--- src/sv/cuckoo_hash_insert_unit_macros.svh ---
// Assertion macros for the cuckoo hash insert unit.
`ifndef CUCKOO_HASH_INSERT_UNIT_MACROS_SVH
`define CUCKOO_HASH_INSERT_UNIT_MACROS_SVH

`ifndef SYNTHESIS
// Checked while out of reset.
`define CHI_ASSERT(lbl, expr) \
    lbl: assert property (@(posedge i_clk) disable iff (!i_rst_n) expr) \
        else $error("cuckoo hash insert unit: check failed");
// Checked on every edge, reset included.
`define CHI_ASSERT_ALWAYS(lbl, expr) \
    lbl: assert property (@(posedge i_clk) expr) \
        else $error("cuckoo hash insert unit: check failed");
`else
`define CHI_ASSERT(lbl, expr)
`define CHI_ASSERT_ALWAYS(lbl, expr)
`endif

`endif

--- src/sv/chi_pkg.sv ---
// Types, constants and hash helpers for the cuckoo hash insert unit.
package chi_pkg;

    localparam int KEY_W      = 32;
    localparam int SLOTS      = 13;
    localparam int SLOT_W     = $clog2(SLOTS);
    localparam int NIB_W      = 4;
    localparam int HASH_STEPS = KEY_W / NIB_W;
    localparam int CNT_W      = $clog2(HASH_STEPS);

    localparam logic [7:0] FIRST_MOD      = 8'd13;
    localparam logic [7:0] SECOND_MOD     = 8'd11;
    localparam logic [7:0] KICK_LIMIT_RST = 8'd26;
    localparam logic [7:0] KICK_MAX       = 8'd255;

    localparam logic REQ_INSERT = 1'b0;
    localparam logic REQ_READ   = 1'b1;

    localparam logic [1:0] ST_PLACED = 2'd0;
    localparam logic [1:0] ST_FAILED = 2'd1;
    localparam logic [1:0] ST_READ   = 2'd2;

    typedef struct packed {
        logic             req_type;
        logic [KEY_W-1:0] key;
        logic             table_select;
        logic [3:0]       slot_index;
    } t_req;

    typedef struct packed {
        logic [1:0]  status;
        logic [7:0]  kicks;
        logic        read_valid;
        logic [31:0] read_key;
    } t_rsp;

    // Stored entry keeps both slot indexes so an evicted key needs no rehash.
    typedef struct packed {
        logic [KEY_W-1:0]  key;
        logic [SLOT_W-1:0] h1;
        logic [SLOT_W-1:0] h2;
    } t_entry;

    // Reduce v < 16*m to v mod m by conditional subtraction of m*8, m*4, m*2, m.
    function automatic logic [SLOT_W-1:0] mod_fold(input logic [7:0] v, input logic [7:0] m);
        logic [7:0] r;
        logic [7:0] sub;
        r = v;
        for (int k = 3; k >= 0; k--) begin
            sub = m << k;
            if (r >= sub) begin
                r = r - sub;
            end
        end
        return r[SLOT_W-1:0];
    endfunction

endpackage

--- src/sv/cuckoo_hash_insert_unit.sv ---
// Top level of the two-table cuckoo hash insert unit.
//
//  port group              dir  handshake              content
//  start / i_req / busy    in   start & !busy          t_req: insert a key or read a slot
//  o_valid / o_rsp         out  one-cycle strobe       t_rsp: insert status or slot contents
//  i_cfg_we / i_cfg_wdata  in   write on i_cfg_we      kick_limit
//
// Insert: nibble-serial hashing in S_HASH, then per eviction a table read in S_PROBE
// and write-back and swap in S_SWAP; the result strobe follows the final probe.
// Read: from accept to strobe through the registered table read and S_READ.
// One transaction at a time; busy is high until the result is registered.
// Synchronous reset clears valid bits, control state and kick_limit (26).
// The receiver cannot stall; each result is shown for one cycle.
`include "cuckoo_hash_insert_unit_macros.svh"

module cuckoo_hash_insert_unit
    import chi_pkg::*;
(
    input  logic       i_clk,
    input  logic       i_rst_n,
    input  logic       start,
    output logic       busy,
    input  t_req       i_req,
    output logic       o_valid,
    output t_rsp       o_rsp,
    input  logic       i_cfg_we,
    input  logic [7:0] i_cfg_wdata
);

    typedef enum logic [4:0] {
        S_IDLE  = 5'b00001,
        S_HASH  = 5'b00010,
        S_PROBE = 5'b00100,
        S_SWAP  = 5'b01000,
        S_READ  = 5'b10000
    } t_state;

    t_state r_state, n_state;

    logic [KEY_W-1:0]  r_cur, n_cur;
    logic [SLOT_W-1:0] r_h1, n_h1;
    logic [SLOT_W-1:0] r_h2, n_h2;
    logic [CNT_W-1:0]  r_cnt, n_cnt;
    logic [7:0]        r_kick, n_kick;
    logic [KEY_W-1:0]  r_orig, n_orig;
    logic              r_ret, n_ret;
    logic [SLOT_W-1:0] r_slot, n_slot;
    logic              r_tbl, n_tbl;
    logic              r_rd_ok, n_rd_ok;
    logic [7:0]        r_limit;
    logic              r_valid, n_valid;
    t_rsp              r_rsp, n_rsp;

    logic [SLOTS-1:0]  r_vld0, r_vld1;

    // table memories
    t_entry            r_mem0 [SLOTS];
    t_entry            r_mem1 [SLOTS];
    t_entry            r_rdata0, r_rdata1;

    logic              rd_en0, rd_en1, wr_en0, wr_en1;
    logic [SLOT_W-1:0] rd_slot, wr_slot;
    t_entry            wr_data;
    logic              vld_set;

    // probe-stage decode
    logic              p_tbl;
    logic [SLOT_W-1:0] p_slot;
    logic              p_occ;
    logic [7:0]        p_kick;
    logic              p_first;
    logic [KEY_W-1:0]  p_orig;
    logic              p_ret;
    logic              p_hit;
    logic [NIB_W-1:0]  nib;
    logic [SLOT_W-1:0] f2;
    logic              hash_last;
    logic              rd_hit;
    t_entry            swap_data;

    always_comb begin
        p_tbl     = r_kick[0];
        p_slot    = p_tbl ? r_h2 : r_h1;
        p_occ     = p_tbl ? r_vld1[p_slot] : r_vld0[p_slot];
        p_kick    = r_kick + 8'd1;
        p_first   = (r_kick == 8'd0);
        p_orig    = p_first ? r_cur : r_orig;
        p_ret     = p_first ? 1'b0 : r_ret;
        p_hit     = (r_cur == p_orig) && (p_kick > r_limit);
        nib       = r_cur[KEY_W-1 -: NIB_W];
        f2        = mod_fold({r_h2, nib}, SECOND_MOD);
        hash_last = (r_cnt == CNT_W'(HASH_STEPS - 1));
        rd_hit    = r_rd_ok && (r_tbl ? r_vld1[r_slot] : r_vld0[r_slot]);
        swap_data = r_tbl ? r_rdata1 : r_rdata0;
    end

    always_comb begin
        n_state = r_state;
        n_cur   = r_cur;
        n_h1    = r_h1;
        n_h2    = r_h2;
        n_cnt   = r_cnt;
        n_kick  = r_kick;
        n_orig  = r_orig;
        n_ret   = r_ret;
        n_slot  = r_slot;
        n_tbl   = r_tbl;
        n_rd_ok = r_rd_ok;
        n_rsp   = r_rsp;
        n_valid = 1'b0;
        rd_en0  = 1'b0;
        rd_en1  = 1'b0;
        wr_en0  = 1'b0;
        wr_en1  = 1'b0;
        rd_slot = p_slot;
        wr_slot = r_slot;
        wr_data = '{key: r_cur, h1: r_h1, h2: r_h2};
        vld_set = 1'b0;

        case (r_state)
            S_IDLE: begin
                if (start) begin
                    if (i_req.req_type == REQ_READ) begin
                        n_rd_ok = (i_req.slot_index < 4'(SLOTS));
                        n_tbl   = i_req.table_select;
                        n_slot  = n_rd_ok ? i_req.slot_index[SLOT_W-1:0] : '0;
                        rd_slot = n_slot;
                        rd_en0  = n_rd_ok && !i_req.table_select;
                        rd_en1  = n_rd_ok && i_req.table_select;
                        n_state = S_READ;
                    end else begin
                        n_cur   = i_req.key;
                        n_h1    = '0;
                        n_h2    = '0;
                        n_cnt   = '0;
                        n_kick  = '0;
                        n_state = S_HASH;
                    end
                end
            end
            S_HASH: begin
                // rotate a nibble per cycle; after the last step the key is back in place
                n_cur = {r_cur[KEY_W-NIB_W-1:0], nib};
                n_h1  = mod_fold({r_h1, nib}, FIRST_MOD);
                n_h2  = hash_last ? (SECOND_MOD[SLOT_W-1:0] - f2) : f2;
                n_cnt = r_cnt + CNT_W'(1);
                if (hash_last) begin
                    n_state = S_PROBE;
                end
            end
            S_PROBE: begin
                if (!p_occ) begin
                    wr_en0  = !p_tbl;
                    wr_en1  = p_tbl;
                    wr_slot = p_slot;
                    n_tbl   = p_tbl;
                    n_slot  = p_slot;
                    vld_set = 1'b1;
                    n_rsp   = '{status: ST_PLACED, kicks: r_kick, read_valid: 1'b0,
                                read_key: '0};
                    n_valid = 1'b1;
                    n_state = S_IDLE;
                end else if (r_kick == KICK_MAX) begin
                    n_rsp   = '{status: ST_FAILED, kicks: KICK_MAX, read_valid: 1'b0,
                                read_key: '0};
                    n_valid = 1'b1;
                    n_state = S_IDLE;
                end else if (p_hit && p_ret) begin
                    // original key back a second time past the limit
                    n_rsp   = '{status: ST_FAILED, kicks: p_kick, read_valid: 1'b0,
                                read_key: '0};
                    n_valid = 1'b1;
                    n_state = S_IDLE;
                end else begin
                    n_kick  = p_kick;
                    n_orig  = p_orig;
                    n_ret   = p_ret | p_hit;
                    n_tbl   = p_tbl;
                    n_slot  = p_slot;
                    rd_en0  = !p_tbl;
                    rd_en1  = p_tbl;
                    n_state = S_SWAP;
                end
            end
            S_SWAP: begin
                // occupant was read last cycle; store key in hand, carry occupant on
                wr_en0  = !r_tbl;
                wr_en1  = r_tbl;
                n_cur   = swap_data.key;
                n_h1    = swap_data.h1;
                n_h2    = swap_data.h2;
                n_state = S_PROBE;
            end
            S_READ: begin
                n_rsp   = '{status: ST_READ, kicks: 8'd0, read_valid: rd_hit,
                            read_key: rd_hit ? swap_data.key : '0};
                n_valid = 1'b1;
                n_state = S_IDLE;
            end
            default: begin
                n_state = S_IDLE;
            end
        endcase
    end

    always_ff @(posedge i_clk) begin
        if (!i_rst_n) begin
            r_state <= S_IDLE;
            r_kick  <= '0;
            r_cnt   <= '0;
            r_orig  <= '0;
            r_ret   <= 1'b0;
            r_limit <= KICK_LIMIT_RST;
            r_valid <= 1'b0;
            r_vld0  <= '0;
            r_vld1  <= '0;
        end else begin
            r_state <= n_state;
            r_kick  <= n_kick;
            r_cnt   <= n_cnt;
            r_orig  <= n_orig;
            r_ret   <= n_ret;
            r_valid <= n_valid;
            if (i_cfg_we) begin
                r_limit <= i_cfg_wdata;
            end
            if (vld_set && !n_tbl) begin
                r_vld0[n_slot] <= 1'b1;
            end
            if (vld_set && n_tbl) begin
                r_vld1[n_slot] <= 1'b1;
            end
        end
    end

    always_ff @(posedge i_clk) begin
        r_cur   <= n_cur;
        r_h1    <= n_h1;
        r_h2    <= n_h2;
        r_slot  <= n_slot;
        r_tbl   <= n_tbl;
        r_rd_ok <= n_rd_ok;
        r_rsp   <= n_rsp;
    end

    always_ff @(posedge i_clk) begin
        if (wr_en0) begin
            r_mem0[wr_slot] <= wr_data;
        end
        if (rd_en0) begin
            r_rdata0 <= r_mem0[rd_slot];
        end
    end

    always_ff @(posedge i_clk) begin
        if (wr_en1) begin
            r_mem1[wr_slot] <= wr_data;
        end
        if (rd_en1) begin
            r_rdata1 <= r_mem1[rd_slot];
        end
    end

    assign busy    = (r_state != S_IDLE);
    assign o_valid = r_valid;
    assign o_rsp   = r_rsp;

    `CHI_ASSERT(a_result_when_idle, o_valid |-> !busy)
    `CHI_ASSERT(a_no_result_after_accept, (start && !busy) |=> !o_valid)
    `CHI_ASSERT(a_swap_slot_occupied,
        (r_state == S_SWAP) |-> (r_tbl ? r_vld1[r_slot] : r_vld0[r_slot]))
    `CHI_ASSERT(a_probe_slots_in_range,
        (r_state == S_PROBE) |-> (r_h1 < SLOT_W'(SLOTS) && r_h2 != '0
            && r_h2 <= SECOND_MOD[SLOT_W-1:0]))
    `CHI_ASSERT(a_empty_read_zero_key,
        (o_valid && o_rsp.status == ST_READ && !o_rsp.read_valid) |-> (o_rsp.read_key == '0))

endmodule

--- config.mk ---
export PLATFORM = sky130hd
export DESIGN_NAME = cuckoo_hash_insert_unit
export DESIGN_NICKNAME = d
export VERILOG_FILES = /design/src/sv/chi_pkg.sv /design/src/sv/cuckoo_hash_insert_unit.sv
export VERILOG_INCLUDE_DIRS = /design/src /design/src/sv
export SDC_FILE = /design/constraint.sdc
export NUM_CORES = 2
export LEC_CHECK = 0
export BUFFER_PORTS_ARGS = -buffer_cell sky130_fd_sc_hd__buf_2
export CAP_MARGIN = 20
export CORE_ASPECT_RATIO = 1.2
export CORE_MARGIN = 5
export CORE_UTILIZATION = 45
export DETAILED_ROUTE_END_ITERATION = 10
export PLACE_DENSITY_LB_ADDON = 0.3
export SLEW_MARGIN = 25
export SYNTH_ARGS = -nofsm -noshare
export SYNTH_HDL_FRONTEND = slang
export SYNTH_SLANG_ARGS = --single-unit
--- constraint.sdc ---
create_clock -name i_clk -period 7.57 [get_ports i_clk]
set_input_delay 1.514 -clock i_clk [delete_from_list [all_inputs] [get_ports i_clk]]
set_output_delay 1.514 -clock i_clk [all_outputs]
set_load 0.03 [all_outputs]
# Word level (Yosys, flattened, before mapping)

Memory sizes are Yosys's and may differ from the RTL's. A register that Yosys moved wholly into a read port is not among the register bits.
Index checks and enable logic that the tools add are counted.

Multiplexer cells: 100
$add $sub $neg: 11
Divide/modulo/power cells: 0
Bitwise operators: 5
Reductions and logical operators: 24
Equal/unequal tests: 16
Order comparisons: 14
Shifts and indexed selects: 0
$mul: 0

Operators with widths:

| cell                | count |
|---|---|
| $mux 43             | 3 |
| $mux 32             | 4 |
| $mux 8              | 14 |
| $pmux 32 s3         | 1 |
| $pmux 43 s2         | 1 |
| $mux 4              | 20 |
| $mux 40             | 1 |
| $mux 1              | 34 |
| $eq 32x32->1        | 1 |
| $or 13x13->13       | 2 |
| $pmux 4 s3          | 2 |
| $pmux 5 s4          | 1 |
| $bmux 1 s4          | 4 |
| $ge 8x4->1 const B  | 2 |
| $ge 8x5->1 const B  | 2 |
| $ge 8x6->1 const B  | 2 |
| $ge 8x7->1 const B  | 2 |
| $pmux 8 s2          | 1 |
| $sub 8x5->8 const B | 2 |
| $sub 8x6->8 const B | 2 |
| $sub 8x7->8 const B | 2 |
| $lt 4x5->1 const B  | 3 |
| $mux 5              | 3 |
| $ne 2x2->1 const B  | 6 |
| other kinds (32)    | 55 |

Output and inout bits: 45
Bits of input ports: 50
Bits in latches: 0
Bits in read-only memories: 0
Bits in writable memories: 1040
Memories kept: 2
Register bits: 173
Logic and storage cells: 191

Memories:

| memory | words | width | rd ports | clocked after Yosys merged registers in | write ports | line                          | source |
|---|---|---|---|---|---|---|---|
| r_mem0 | 13    | 40    | 1        | 1                                       | 1           | cuckoo_hash_insert_unit.sv:57 | `t_entry r_mem0 [SLOTS];` |
| r_mem1 | 13    | 40    | 1        | 1                                       | 1           | cuckoo_hash_insert_unit.sv:58 | `t_entry r_mem1 [SLOTS];` |

# Longest topological paths before layout

Depth in word-level cells: 14
Depth in mapped cells: 21
Gate-level depth less buffers: 20

# Least setup slack after synthesis

Ideal clock, no wire load.

Kind: reg2reg
Start point: register r_kick[0]
End point: register r_rsp, in the netlist o_rsp[0], enable pin
Path buffers: 3
Period minus slack after synthesis: 5.416 ns
Stages on the path, launching flop included: 16
Arrival time: 4.963 ns
Library setup time: 0.454 ns
Data required time: 7.116 ns
Slack: 2.154 ns
Cell sequence: dfxtp_1 > buf_2 > clkbuf_1 > and3_1 > clkbuf_1 > nand3_1 > xnor2_1 > ha_1 > nand3_1 > nor2_1 > a22oi_1 > a21bo_2 > a31oi_1 > a41o_1 > nor2_1 > o21bai_1

Longest elaborated chain between the ends: 7

Ends and longest elaborated chain:

| element                                             | line                           | source |
|---|---|---|
| start: declaration                                  | cuckoo_hash_insert_unit.sv:44  | `logic [7:0] r_kick, n_kick;` |
| start signal: assignment                            | cuckoo_hash_insert_unit.sv:219 | `r_kick <= n_kick;` |
| branches (longest 5 deep; another with $add 8x1->8) | -                              |  |
| $ne 4x4->1 (no line) (*)                            | -                              |  |
| $reduce_and 2->1 (no line) (*)                      | -                              |  |
| end signal: assignment                              | cuckoo_hash_insert_unit.sv:243 | `r_rsp <= n_rsp;` |
| end: declaration                                    | cuckoo_hash_insert_unit.sv:52  | `t_rsp r_rsp, n_rsp;` |

Every way passes the cells marked *. The select of a mux whose other input is x is not followed.
A chain may end at the register's enable or synchronous reset.

# Final worst setup path

Start point: register r_h1[0]
End point: memory r_mem1[0][18] in the netlist's numbering, enable pin

Longest elaborated chain between the ends: 8

Ends and longest elaborated chain:

| element                      | line                           | source |
|---|---|---|
| start: declaration           | cuckoo_hash_insert_unit.sv:41  | `logic [SLOT_W-1:0] r_h1, n_h1;` |
| start signal: assignment     | cuckoo_hash_insert_unit.sv:238 | `r_h1 <= n_h1;` |
| $mux 4 (*)                   | cuckoo_hash_insert_unit.sv:83  | `p_slot = p_tbl ? r_h2 : r_h1;` |
| $bmux 1 s4                   | cuckoo_hash_insert_unit.sv:84  | `p_occ = p_tbl ? r_vld1[p_slot] : r_vld0[p_slot];` |
| $mux 1 (not written as such) | cuckoo_hash_insert_unit.sv:84  |  |
| $mux 1                       | cuckoo_hash_insert_unit.sv:84  |  |
| $mux 1                       | cuckoo_hash_insert_unit.sv:152 | `if (!p_occ) begin` |
| $pmux 1 s2                   | cuckoo_hash_insert_unit.sv:120 | `case (r_state)` |
| $mux 1                       | cuckoo_hash_insert_unit.sv:256 | `if (wr_en1) begin` |
| $mux 1 (not written as such) | cuckoo_hash_insert_unit.sv:257 | `r_mem1[wr_slot] <= wr_data;` |
| end: declaration             | cuckoo_hash_insert_unit.sv:58  |  |

Every way passes the cells marked *; elsewhere a longest branch is shown, timed or not. The select of a mux whose other input is x is not followed.

==> impl_metrics.csv <==
group,metric,value,unit
placed_design,dp.final_hpwl,79100,um
min_path,min_to,"r_ret",
finish,syn2layout_area_growth,12.5,%
worst_setup_path,reg2reg_setup_slack,1590,ps
worst_setup_path,critical_path.startpoint,"r_h1[0]",
cts,clock_sinks,1293,
floorplan,die_x,324,um
worst_setup_path,r2r_start,"r_h1[0]",
pwr,p_total,16.0,mW
finish,fill_cells,9816,
sta,setup_viol,0,
cts,cts_inserted_buffers,130,
sta,worstMarginPinSlew,1060,ps
pwr,p_int,12.0,mW
drt,antenna_left,0,
worst_setup_path,cp.arrival,6390,ps
drt,wl,138000,um
placed_design,place.gp.congestion,0.857,
global_routing,antenna_found_initial,3,
yosys,yosysUniqueCellTypes,87,
yosys,synth_edf_count,1204,
run,max_cap_viol_count,0,
floorplan,die_area,126000,um^2
yosys,synthesis.nets,3959,
pwr,powerDensity,266,nW/um^2
global_routing,grt_pass1_vias,31700,
finish,final_common_cell,"edfxtp_1",
pwr,worst_ir_drop_vdd,156,uV
cts,clock-root-buffer,"clkbuf_16",
cts,postCtsSetupBuffers,0,
global_routing,overflow,0,
sta,slew_viol_final,0,
cts,cts_tree,"built",
finish,final_util,50.9,%
global_routing,grt_first_pass_wirelength,204000,um
min_path,holdPathStages,2,
yosys,synth_top_cell_by_area,"edfxtp_1",
pwr,swShare,25.0,%
drt,first_pass_iters,6,
finish,drive_gt1_share,11.4,%
yosys,ys_seq_elements,1293,
worst_setup_path,worst_ep_required_time,7980,ps
min_path,hp-class,"reg2reg",
drt,drt_iter0_markers,3401,
drt,vias_per_cell,5.91,
yosys,synth_top_flop_cell,"edfxtp_1",
global_routing,grt_max_degree,167,
sta,slew_headroom,29.3,%
cts,ctsHtreeMaxLevel,4,
finish,diodes,0,
worst_setup_path,reg2reg_depth,11,
finish,final_cell_mix,"1,204 x edfxtp_1, 537 x nand2_1, 330 x a211oi_1",
worst_setup_path,path_max_fanout,33,
finish,design_area,60100,um^2
worst_setup_path,timing.rr.end,"r_mem1[0][18]",
outcome,status,"completed",
finish,final_nets,4021,
pwr,seqPwrFrac,50.0,%
yosys,ys_warn_count,0,
pwr,p_sw,3.99,mW
yosys,synthCells,3888,
drt,wl_per_cell,24.8,um
yosys,synth_area_leaders,"edfxtp_1 68%, a211oi_1 4.6%, nand2_1 3.8%",
sta,timing.final.crit_share,79.0,%
sta,max_freq,0.167,GHz
pwr,p_clk_share,38.3,%
pwr,pwr-share-comb,11.7,%
yosys,synthArstFlopShare,0,%
pwr,p_leak,19.5,nW
floorplan,initial_core_util,45.3,%
cts,cts_resized,0,
drt,vias,33100,
worst_setup_path,worst_setup_path_start_kind,"register",
cts,ctsHoldBuffers,0,
global_routing,grt_util_all_layers,21.4,%
sta,skew,38.4,ps
sta,fin_setup_tns,0,ps
yosys,synth_top_area_share,67.7,%
drt,post-route-drc-count,0,
yosys,syn_avg_cell_area,13.7,um^2
placed_design,placed_area,56000,um^2
floorplan,core,118000,um^2
yosys,ys_seq_area_share,71.0,%
floorplan,row_count,138,
min_path,min-delay-start,"r_ret",
worst_setup_path,crit_type,"reg2reg",
sta,final_hold_viol_count,0,
yosys,syn_area,53400,um^2
floorplan,die_h,387,um
placed_design,port_buffers,94,
sta,rsz0062_at_grt,"false",
sta,period_needed,5980,ps
worst_setup_path,end_kind,"register",
cts,clk_pin_slew,60,ps
cts,clk_path_buf_depth,3,
floorplan,io_pins,95,
cts,insertion_delay,750,ps
==> synthesized netlist by cell type, drive strengths merged (8+ instances only) <==
library cell and n:
nor2b 65, clkbuf 229, buf 49, xor2 14, a221oi 9, o221ai 12
o22ai 11, edfxtp 1204, mux2i 89, mux4 9, nor3 21, nor2 139
and3 13, a21o 9, nor4 9, nand2 540, a311oi 164, a211oi 331
xnor2 20, or3 8, a31oi 95, inv 46, ha 21, nand3 28
o211ai 10, a221o 25, o21ai 37, a21oi 216, and2 249, o21a 13
a21boi 8, dfxtp 89
==> kinds of logic (layout without fill, tap and decap cells) <==
| kind of cell | Yosys count | after routing | share of synthesized area, % |
|---|---|---|---|
| compound gates | 1001 | 1001 | 13.5 |
| xor+xnor | 34 | 34 | 0.558 |
| fa+ha+maj | 21 | 21 | 0.492 |
| buf+inv | 324 | 486 | 2.40 |
| flops | 1293 | 1293 | 71.0 |
| mux | 105 | 105 | 2.20 |
| simple gates | 1110 | 1110 | 9.86 |
==> per-layer routing <==
layer	up-vias	share of wire, %	global-route usage [%]
li1	15100	-	-
met1	16500	42	29.7
met2	1266	47	34.2
met3	238	7.3	3.99
met4	0	3.2	7.15
met5	-	0	0
==> state kept, by name (all words and copies together) (netlist names), 3 cells and up <==
name / cells
o_rsp: 43
r_cnt: 3
r_cur: 32
r_h1: 4
r_h2: 4
r_kick: 8
r_limit: 8
r_mem0: 520
r_mem1: 520
r_orig: 32
r_rdata0: 40
r_rdata1: 40
r_slot: 4
r_state: 5
r_vld0: 13
r_vld1: 13
==> worst max-delay path by stage <==
| stage | cells past startpoint | slack (ps) | to |
|---|---|---|---|
| floorplan | 15 | 2150 | o_rsp[0] |
| global placement | 11 | 1900 | r_mem1[0][18] |
| detailed placement | 11 | 1730 | r_mem1[0][18] |
| CTS | 12 | 1720 | r_mem0[8][36] |
| global route | 12 | 1310 | r_mem0[8][1] |
| finish | 11 | 1590 | r_mem1[0][18] |
==> worst max-delay path, cell delays in order (launching register included) <==
cell      delay, ps
edfxtp_1       1020
mux2_2          600
mux4_2          550
a32oi_1         180
o21ai_1         150
nor2_1          260
a21o_1          440
nand2_1         400
o21ai_0         380
nand2_1         290
nor2_4          890
buf_4           440
==> power groups by stage <==
stage	Clock [mW]	Combinational, mW	Sequential (mW)
floorplan	0	1.19	8.16
global placement	0	1.83	8.13
detailed placement	0	1.86	8.13
CTS	6.22	1.87	7.97
global route	6.51	2.03	7.98
finish	6.11	1.87	7.97
==> final cells by class <==
cell class	instances	area, um^2	share of cell area (%)
clock inverter	47	303	0.504
sequential	1293	37900	63.2
timing repair buffer	208	1520	2.53
inverter	46	173	0.287
clock buffer	185	3710	6.18
tap	1540	1930	3.21
multi-input combinational	2271	14500	24.1
==> metrics by stage <==
step / hold WS [ps] / setup WS [ps] / cells
final: 487 / 1590 / 5590
after global routing: 513 / 1310 / 5590
after CTS: 487 / 1720 / 5589
after detailed placement: 468 / 1730 / 5357
after global placement: 466 / 1900 / 5355
after floorplan: 431 / 2150 / 3888
Note: power is estimated with default switching activity, not from simulation.
